==> config.mk <==
export PLATFORM = sky130hd
export DESIGN_NAME = ppm_to_rgb565_framebuffer
export DESIGN_NICKNAME = d
export VERILOG_FILES = /design/src/hw/rtl/p2r_pkg.sv /design/src/hw/rtl/ppm_to_rgb565_framebuffer.sv
export SDC_FILE = /design/constraint.sdc
export NUM_CORES = 1
export LEC_CHECK = 0
export BUFFER_PORTS_ARGS = -buffer_cell sky130_fd_sc_hd__buf_2
export CAP_MARGIN = 20
export CORE_ASPECT_RATIO = 0.75
export CORE_MARGIN = 3
export CORE_UTILIZATION = 55
export CTS_CLUSTER_SIZE = 20
export DETAILED_ROUTE_END_ITERATION = 12
export GPL_ROUTABILITY_DRIVEN = 0
export PLACE_DENSITY_LB_ADDON = 0.08
export SYNTH_ARGS = -nofsm -noshare
export SYNTH_HDL_FRONTEND = slang
export SYNTH_SLANG_ARGS = --single-unit
export TNS_END_PERCENT = 30
==> constraint.sdc <==
create_clock -name clk -period 15.92 [get_ports clk]
set_input_delay 3.184 -clock clk [delete_from_list [all_inputs] [get_ports clk]]
set_output_delay 3.184 -clock clk [all_outputs]
set_load 0.02 [all_outputs]
==> src/hw/rtl/p2r_pkg.sv <==
// Shared types and fixed constants of the PPM to BGR565 framebuffer writer.
`default_nettype none

package p2r_pkg;

  // Field widths fixed by the stream format
  localparam int unsigned BYTE_W   = 8;
  localparam int unsigned DIM_W    = 12;
  localparam int unsigned STRIDE_W = 12;
  localparam int unsigned ADDR_W   = 24;
  localparam int unsigned PIX_W    = 16;
  localparam int unsigned ACC_W    = 16;

  // Saturation bound for parsed width and height
  localparam logic [DIM_W-1:0] DIM_MAX = 12'd4095;

  // Row stride after reset
  localparam logic [STRIDE_W-1:0] STRIDE_RESET = 12'd1600;

  // Header characters
  localparam logic [BYTE_W-1:0] CHAR_LF    = 8'h0a;
  localparam logic [BYTE_W-1:0] CHAR_CR    = 8'h0d;
  localparam logic [BYTE_W-1:0] CHAR_SPACE = 8'h20;
  localparam logic [BYTE_W-1:0] CHAR_0     = 8'h30;
  localparam logic [BYTE_W-1:0] CHAR_9     = 8'h39;

  // Result status codes
  typedef enum logic [1:0] {
    ST_WRITE      = 2'd0,
    ST_WRITE_DONE = 2'd1,
    ST_DONE       = 2'd2,
    ST_ERROR      = 2'd3
  } status_t;

endpackage

`default_nettype wire

==> src/hw/rtl/ppm_to_rgb565_framebuffer.sv <==
// Streaming binary PPM parser that turns RGB888 pixels into BGR565 framebuffer writes.
//
//   channel | direction | handshake          | payload
//   --------+-----------+--------------------+-------------------------------------------
//   in      | input     | in_valid/in_ready  | in_data_byte
//   out     | output    | out_valid/out_ready| out_status, out_write_address, out_pixel_value
//   cfg     | input     | cfg_we             | cfg_row_stride_bytes
//
// One byte is taken per cycle while in_ready is high; a byte passes an input register and
// then the parse and address logic into the result register.
// The address path (one 13x12 multiply and an add) sets the cycle time.
// rst_n is synchronous, active low, and returns the parser to header line one.
// A stalled result holds in the output register while one more byte waits in the
// input register; in_ready drops only when both are full and out_ready is low.
`default_nettype none

module ppm_to_rgb565_framebuffer #(
  parameter int unsigned ROWS_PER_CHUNK = 4,
  parameter int unsigned CHUNK_PIXELS   = 640,
  parameter int unsigned MAX_LINE       = 64
) (
  input  wire logic                          clk,
  input  wire logic                          rst_n,
  input  wire logic                          in_valid,
  output logic                               in_ready,
  input  wire logic [p2r_pkg::BYTE_W-1:0]    in_data_byte,
  output logic                               out_valid,
  input  wire logic                          out_ready,
  output logic [1:0]                         out_status,
  output logic [p2r_pkg::ADDR_W-1:0]         out_write_address,
  output logic [p2r_pkg::PIX_W-1:0]          out_pixel_value,
  input  wire logic                          cfg_we,
  input  wire logic [p2r_pkg::STRIDE_W-1:0]  cfg_row_stride_bytes
);

  localparam int unsigned CHUNK_BYTES = 3 * ROWS_PER_CHUNK * CHUNK_PIXELS;
  localparam int unsigned LC_W  = $clog2(MAX_LINE + 1);
  localparam int unsigned COL_W = $clog2(CHUNK_PIXELS + 1);
  localparam int unsigned RIC_W = $clog2(ROWS_PER_CHUNK + 1);
  localparam int unsigned OFF_W = $clog2(CHUNK_BYTES + 1);
  localparam int unsigned ROW_W = $clog2(4095 + 2 * ROWS_PER_CHUNK + 1);
  localparam int unsigned PROD_W = ROW_W + p2r_pkg::STRIDE_W;

  typedef enum logic [1:0] {
    PH_LINE1  = 2'd0,
    PH_SIZE   = 2'd1,
    PH_LINE3  = 2'd2,
    PH_PIXELS = 2'd3
  } phase_t;

  // Input register
  logic                         s1_valid_r;
  logic [p2r_pkg::BYTE_W-1:0]   s1_byte_r;
  logic                         s1_go;

  // Parser state
  phase_t                       phase_r, phase_nxt;
  logic [LC_W-1:0]              line_count_r, line_count_nxt;
  logic                         parsing_height_r, parsing_height_nxt;
  logic [p2r_pkg::DIM_W-1:0]    image_width_r, image_width_nxt;
  logic [p2r_pkg::DIM_W-1:0]    image_height_r, image_height_nxt;
  logic [OFF_W-1:0]             limit_r, limit_nxt;
  logic [ROW_W-1:0]             chunk_row_base_r, chunk_row_base_nxt;
  logic [RIC_W-1:0]             row_in_chunk_r, row_in_chunk_nxt;
  logic [COL_W-1:0]             column_r, column_nxt;
  logic [1:0]                   byte_of_pixel_r, byte_of_pixel_nxt;
  logic [OFF_W-1:0]             chunk_offset_r, chunk_offset_nxt;
  logic [p2r_pkg::BYTE_W-1:0]   red_hold_r, red_hold_nxt;
  logic [p2r_pkg::BYTE_W-1:0]   green_hold_r, green_hold_nxt;
  logic [p2r_pkg::STRIDE_W-1:0] stride_r;

  // Result register
  logic                         out_valid_r, out_valid_nxt;
  p2r_pkg::status_t             status_r, status_nxt;
  logic [p2r_pkg::ADDR_W-1:0]   addr_r, addr_nxt;
  logic [p2r_pkg::PIX_W-1:0]    pix_r, pix_nxt;

  // Datapath helpers
  logic                         emit;
  logic                         wrote;
  logic [LC_W-1:0]              lc_inc;
  logic [3:0]                   digit;
  logic [p2r_pkg::DIM_W-1:0]    dim_cur;
  logic [p2r_pkg::ACC_W-1:0]    dim_acc;
  logic [p2r_pkg::DIM_W-1:0]    dim_sat;
  logic [COL_W-1:0]             col_inc;
  logic [OFF_W-1:0]             off_inc;
  logic [ROW_W-1:0]             row_idx;
  logic [ROW_W-1:0]             base_inc;
  logic [PROD_W-1:0]            row_prod;
  logic [p2r_pkg::ADDR_W-1:0]   pix_addr;
  logic [p2r_pkg::PIX_W-1:0]    pix_bgr;

  // Handshake: advance the input item whenever the result register can take it
  assign s1_go     = s1_valid_r && (!out_valid_r || out_ready);
  assign in_ready  = !s1_valid_r || s1_go;
  assign out_valid = out_valid_r;
  assign out_status        = status_r;
  assign out_write_address = addr_r;
  assign out_pixel_value   = pix_r;

  // Decimal accumulate with saturation for the size line
  assign digit   = s1_byte_r[3:0];
  assign dim_cur = parsing_height_r ? image_height_r : image_width_r;
  assign dim_acc = (p2r_pkg::ACC_W'(dim_cur) << 3) + (p2r_pkg::ACC_W'(dim_cur) << 1)
                   + p2r_pkg::ACC_W'(digit);
  assign dim_sat = (dim_acc > p2r_pkg::ACC_W'(p2r_pkg::DIM_MAX)) ? p2r_pkg::DIM_MAX
                                                                  : dim_acc[p2r_pkg::DIM_W-1:0];

  // Pixel address and color packing
  assign lc_inc   = line_count_r + LC_W'(1);
  assign col_inc  = column_r + COL_W'(1);
  assign off_inc  = chunk_offset_r + OFF_W'(1);
  assign row_idx  = chunk_row_base_r + ROW_W'(row_in_chunk_r);
  assign base_inc = chunk_row_base_r + ROW_W'(ROWS_PER_CHUNK);
  assign row_prod = PROD_W'(row_idx) * PROD_W'(stride_r);
  assign pix_addr = p2r_pkg::ADDR_W'(row_prod) + (p2r_pkg::ADDR_W'(column_r) << 1);
  assign pix_bgr  = {s1_byte_r[7:3], green_hold_r[7:2], red_hold_r[7:3]};

  // Next-state logic for one item
  always_comb begin
    phase_nxt          = phase_r;
    line_count_nxt     = line_count_r;
    parsing_height_nxt = parsing_height_r;
    image_width_nxt    = image_width_r;
    image_height_nxt   = image_height_r;
    limit_nxt          = limit_r;
    chunk_row_base_nxt = chunk_row_base_r;
    row_in_chunk_nxt   = row_in_chunk_r;
    column_nxt         = column_r;
    byte_of_pixel_nxt  = byte_of_pixel_r;
    chunk_offset_nxt   = chunk_offset_r;
    red_hold_nxt       = red_hold_r;
    green_hold_nxt     = green_hold_r;
    emit               = 1'b0;
    wrote              = 1'b0;
    status_nxt         = p2r_pkg::ST_WRITE;
    addr_nxt           = '0;
    pix_nxt            = '0;

    if (phase_r == PH_PIXELS) begin
      // Take pixel bytes up to the used part of the chunk, drop the rest
      if (chunk_offset_r < limit_r) begin
        unique case (byte_of_pixel_r)
          2'd0: begin
            red_hold_nxt      = s1_byte_r;
            byte_of_pixel_nxt = 2'd1;
          end
          2'd1: begin
            green_hold_nxt    = s1_byte_r;
            byte_of_pixel_nxt = 2'd2;
          end
          default: begin
            wrote             = 1'b1;
            addr_nxt          = pix_addr;
            pix_nxt           = pix_bgr;
            byte_of_pixel_nxt = 2'd0;
            if (p2r_pkg::DIM_W'(col_inc) >= image_width_r) begin
              column_nxt       = '0;
              row_in_chunk_nxt = row_in_chunk_r + RIC_W'(1);
            end else begin
              column_nxt = col_inc;
            end
          end
        endcase
      end
      chunk_offset_nxt = off_inc;
      emit             = wrote;
      // Close the chunk and finish the image once the height is covered
      if (off_inc >= OFF_W'(CHUNK_BYTES)) begin
        chunk_offset_nxt   = '0;
        row_in_chunk_nxt   = '0;
        column_nxt         = '0;
        byte_of_pixel_nxt  = 2'd0;
        chunk_row_base_nxt = base_inc;
        if (base_inc >= ROW_W'(image_height_r)) begin
          phase_nxt          = PH_LINE1;
          line_count_nxt     = '0;
          parsing_height_nxt = 1'b0;
          chunk_row_base_nxt = '0;
          emit               = 1'b1;
          status_nxt         = wrote ? p2r_pkg::ST_WRITE_DONE : p2r_pkg::ST_DONE;
        end
      end
    end else if (s1_byte_r == p2r_pkg::CHAR_LF) begin
      // End of a header line
      line_count_nxt = '0;
      unique case (phase_r)
        PH_LINE1: begin
          phase_nxt          = PH_SIZE;
          parsing_height_nxt = 1'b0;
          image_width_nxt    = '0;
          image_height_nxt   = '0;
        end
        PH_SIZE: begin
          if (image_width_r > p2r_pkg::DIM_W'(CHUNK_PIXELS)) begin
            phase_nxt          = PH_LINE1;
            parsing_height_nxt = 1'b0;
            emit               = 1'b1;
            status_nxt         = p2r_pkg::ST_ERROR;
          end else begin
            phase_nxt = PH_LINE3;
            limit_nxt = OFF_W'(image_width_r) * OFF_W'(3 * ROWS_PER_CHUNK);
          end
        end
        default: begin
          if (image_height_r == '0) begin
            phase_nxt          = PH_LINE1;
            parsing_height_nxt = 1'b0;
            emit               = 1'b1;
            status_nxt         = p2r_pkg::ST_DONE;
          end else begin
            phase_nxt          = PH_PIXELS;
            chunk_row_base_nxt = '0;
            row_in_chunk_nxt   = '0;
            column_nxt         = '0;
            byte_of_pixel_nxt  = 2'd0;
            chunk_offset_nxt   = '0;
          end
        end
      endcase
    end else if (lc_inc >= LC_W'(MAX_LINE)) begin
      // Header line too long
      phase_nxt          = PH_LINE1;
      line_count_nxt     = '0;
      parsing_height_nxt = 1'b0;
      emit               = 1'b1;
      status_nxt         = p2r_pkg::ST_ERROR;
    end else begin
      line_count_nxt = lc_inc;
      // Parse width, then height after the first space
      if (phase_r == PH_SIZE && s1_byte_r != p2r_pkg::CHAR_CR) begin
        if (s1_byte_r == p2r_pkg::CHAR_SPACE && !parsing_height_r) begin
          parsing_height_nxt = 1'b1;
        end else if (s1_byte_r >= p2r_pkg::CHAR_0 && s1_byte_r <= p2r_pkg::CHAR_9) begin
          if (parsing_height_r) begin
            image_height_nxt = dim_sat;
          end else begin
            image_width_nxt = dim_sat;
          end
        end
      end
    end

    out_valid_nxt = s1_go ? emit : (out_valid_r && !out_ready);
  end

  // Hold state, input register and result register
  always_ff @(posedge clk) begin
    if (!rst_n) begin
      s1_valid_r       <= 1'b0;
      s1_byte_r        <= '0;
      phase_r          <= PH_LINE1;
      line_count_r     <= '0;
      parsing_height_r <= 1'b0;
      image_width_r    <= '0;
      image_height_r   <= '0;
      limit_r          <= '0;
      chunk_row_base_r <= '0;
      row_in_chunk_r   <= '0;
      column_r         <= '0;
      byte_of_pixel_r  <= 2'd0;
      chunk_offset_r   <= '0;
      red_hold_r       <= '0;
      green_hold_r     <= '0;
      stride_r         <= p2r_pkg::STRIDE_RESET;
      out_valid_r      <= 1'b0;
      status_r         <= p2r_pkg::ST_WRITE;
      addr_r           <= '0;
      pix_r            <= '0;
    end else begin
      if (cfg_we) begin
        stride_r <= cfg_row_stride_bytes;
      end
      if (in_ready) begin
        s1_valid_r <= in_valid;
        s1_byte_r  <= in_data_byte;
      end
      if (s1_go) begin
        phase_r          <= phase_nxt;
        line_count_r     <= line_count_nxt;
        parsing_height_r <= parsing_height_nxt;
        image_width_r    <= image_width_nxt;
        image_height_r   <= image_height_nxt;
        limit_r          <= limit_nxt;
        chunk_row_base_r <= chunk_row_base_nxt;
        row_in_chunk_r   <= row_in_chunk_nxt;
        column_r         <= column_nxt;
        byte_of_pixel_r  <= byte_of_pixel_nxt;
        chunk_offset_r   <= chunk_offset_nxt;
        red_hold_r       <= red_hold_nxt;
        green_hold_r     <= green_hold_nxt;
        if (emit) begin
          status_r <= status_nxt;
          addr_r   <= addr_nxt;
          pix_r    <= pix_nxt;
        end
      end
      out_valid_r <= out_valid_nxt;
    end
  end

endmodule

`default_nettype wire
==> flow_summary.json <==
{
  "status": "completed",
  "clk_pin_slew_ps": 70,
  "clkSinkCount": 159,
  "track_usage": 0.263,
  "num_rows": 49,
  "critPathMostFrequentCell": "buf_2",
  "layout-drive-gt1-share": 0.0856,
  "worstReg2RegStart": "chunk_row_base_r[2]",
  "end_kind": "primary output",
  "finClkSkew_ps": 9.15,
  "cts_tree": "built",
  "tns_ps": 0,
  "start_util": 0.572,
  "critPathSlowestCell": "nor2b_1",
  "htree_levels": 4,
  "p_leak_nw": 7.11,
  "hp-class": "register to register",
  "crit_chain": "buf_2 > nor2b_1 > nand2_1 > buf_2",
  "worst_pin_slew_ps": 1100,
  "io_buffer_count": 68,
  "wire_per_inst_um": 17.2,
  "seq_area_frac_synth": 0.227,
  "critPathMaxFanout": 12,
  "antenna_found_initial": 0,
  "vdd_drop_max_mv": 0.0827,
  "fill_cells": 2206,
  "final_cell_count_no_fill": 1979,
  "n_antenna_cell": 0,
  "cts_resized": 0,
  "die_area_mm2": 0.0275,
  "cts_made_buffers": 17,
  "die_w_um": 190,
  "ys_seq_elements": 159,
  "drt_iter0_drc": 725,
  "cp-start-kind": "primary input",
  "period_share": 0.478,
  "grt.overflow.total": 0,
  "ys_types": 84,
  "cts_hold_buffers": 0,
  "crit_type": "primary input to primary output",
  "cp_top_family": "simple AND/OR/NAND/NOR gates",
  "core-area_mm2": 0.0245,
  "grt_pass1_vias": 10908,
  "period_needed_ps": 7610,
  "synth-edff-count": 0,
  "die_y_um": 144,
  "grt_pass1_wl_mm": 57.3,
  "cts_setup_buffers": 0,
  "postRouteAntennaNets": 0,
  "grt_max_degree": 70,
  "drv_slew": 0,
  "place_hpwl_mm": 26.1,
  "ys.flop_type": "dfxtp_1",
  "area_growth_pct": 7.70,
  "syn_inst": 1610,
  "power_density_mw_per_mm2": 56.2,
  "setup_slack_ps": 8310,
  "layout.nets": 1920,
  "via_per_inst": 5.60,
  "drt-pass1-iter-count": 5,
  "routed_wl_mm": 34.1,
  "cpPeakStageDelay_ps": 560,
  "slew_headroom": 0.262,
  "cp_data_required_time_ps": 12740,
  "clockRootBuffer": "clkbuf_16",
  "drcViolationCount": 0,
  "syn_area_per_cell_um2": 8.71,
  "crit_start": "out_ready",
  "pre_cts_ws_ps": 8310,
  "top_level_ports": 69,
  "max_freq_mhz": 131,
  "syn_nets": 1895,
  "cp.buffers_inverters": 2,
  "grt_setup_unrepaired": "no",
  "min_from": "green_hold_r[2]",
  "syn_area_mm2": 0.0140,
  "hold_viol_final": 0,
  "cts_buffer_depth": 2,
  "clkLatencyLatePin_ps": 450,
  "setup_viol_count_final": 0,
  "placed_cells": 1947,
  "worstPathArrival_ps": 4420,
  "async_flop_share": 0,
  "yosysWarningCount": 0,
  "drv_cap": 0,
  "vias": 11091
}
-- flip-flops by register name, indices dropped and copies added (netlist names), 8 cells and up --
register	cells
s1_byte_r	8
chunk_row_base_r	11
image_width_r	12
stride_r	12
out_pixel_value	16
limit_r	11
out_write_address	24
column_r	10
chunk_offset_r	13
image_height_r	12
-- cells by family (layout without fill, tap and decap cells) --
logic type      count (synthesis)  after routing  synth area share
xor+xnor                       64             64            0.0400
flops                         159            159             0.227
simple gates                  510            510             0.185
mux                            33             33            0.0240
compound gates                295            295             0.145
fa+ha+maj                     260            260             0.297
buf+inv                       289            327            0.0820
-- synthesized netlist by cell type (7+ instances only) --
cell type,count,share of area
inv_1,217,0.058
nor3_1,15,0.0054
o21a_1,12,0.0064
o211ai_1,8,0.0043
a22o_1,42,0.026
a21o_1,13,0.0070
a31oi_1,17,0.0076
mux2i_1,31,0.022
nand4_1,10,0.0045
nor2b_1,14,0.0062
nand2_1,160,0.043
clkbuf_1,54,0.014
o21ai_1,20,0.0071
and3_1,20,0.0089
buf_6,7,0.0056
o21ai_0,52,0.019
ha_1,138,0.12
and2_1,105,0.047
xor2_1,19,0.012
nor2_1,91,0.024
nand3_1,40,0.014
a211oi_1,16,0.0086
xnor2_1,45,0.028
fa_1,122,0.17
nor4_1,11,0.0049
dfxtp_1,159,0.23
a21oi_1,59,0.021
-- metal layers --
metal / wire length, µm / up-vias / share of wire / GRT usage
met1: 17100 / 5328 / 0.50 / 0.392
met3: 2380 / 33 / 0.070 / 0.0526
met5: 0 / - / 0 / 0
met4: 401 / 0 / 0.012 / 0.0606
li1: - / 5436 / - / -
met2: 14200 / 294 / 0.42 / 0.395
-- report_power, final --
group	total (W)	switching [W]	internal (W)	leakage, nW
clock network	0.000413	0.000193	0.000220	0.278
registers	0.000412	0.0000117	0.000401	1.29
logic	0.0000242	0.0000161	0.00000813	5.55
total	0.000850	0.000221	0.000629	7.11
-- final cells by class --
| class | count | area (µm²) | share of cell area |
|---|---|---|---|
| flip-flops and latches | 159 | 3180 | 0.211 |
| clock inverters | 15 | 149 | 0.00986 |
| clock buffers | 17 | 425 | 0.0282 |
| inverters | 217 | 815 | 0.0539 |
| multi-input cells | 1162 | 9700 | 0.642 |
| repair buffers | 78 | 419 | 0.0277 |
| well taps | 331 | 414 | 0.0274 |
-- path summary, 6_finish.rpt --
check	to	slack (ps)	depth (start not counted)
worst max register to register	out_write_address[22]	8430	24
worst min-delay path	out_pixel_value[5]	460	1
worst min register to register	out_pixel_value[5]	460	1
worst max-delay path	in_ready	8310	4
-- layout by cell type, fill, tap and decap left out, types with 8 or more instances in the layout --
| master | n |
|---|---|
| inv_1 | 216 |
| nand2_1 | 160 |
| dfxtp_1 | 159 |
| ha_1 | 138 |
| fa_1 | 122 |
| and2_1 | 105 |
| nor2_1 | 90 |
| buf_2 | 68 |
| a21oi_1 | 59 |
| o21ai_0 | 51 |
| xnor2_1 | 45 |
| a22o_1 | 42 |
| nand3_1 | 40 |
| mux2i_1 | 31 |
| o21ai_1 | 21 |
| and3_1 | 20 |
| xor2_1 | 19 |
| a31oi_1 | 17 |
| clkbuf_16 | 17 |
| a211oi_1 | 16 |
| nor3_1 | 15 |
| nor2b_1 | 14 |
| a21o_1 | 13 |
| o21a_1 | 12 |
| nor4_1 | 11 |
| nand4_1 | 10 |
| buf_4 | 9 |
| o211ai_1 | 8 |
-- through the flow --
step,util,instance area (µm²),hold WS (ps),total power [W]
after global routing,0.616,15100,489,0.000876
final,0.616,15100,464,0.000850
after detailed placement,0.593,14500,455,0.000445
after global placement,0.592,14500,432,0.000444
after CTS,0.616,15100,460,0.000857
after floorplan,-,14000,441,0.000433
Power figures use the tool's default switching activity.
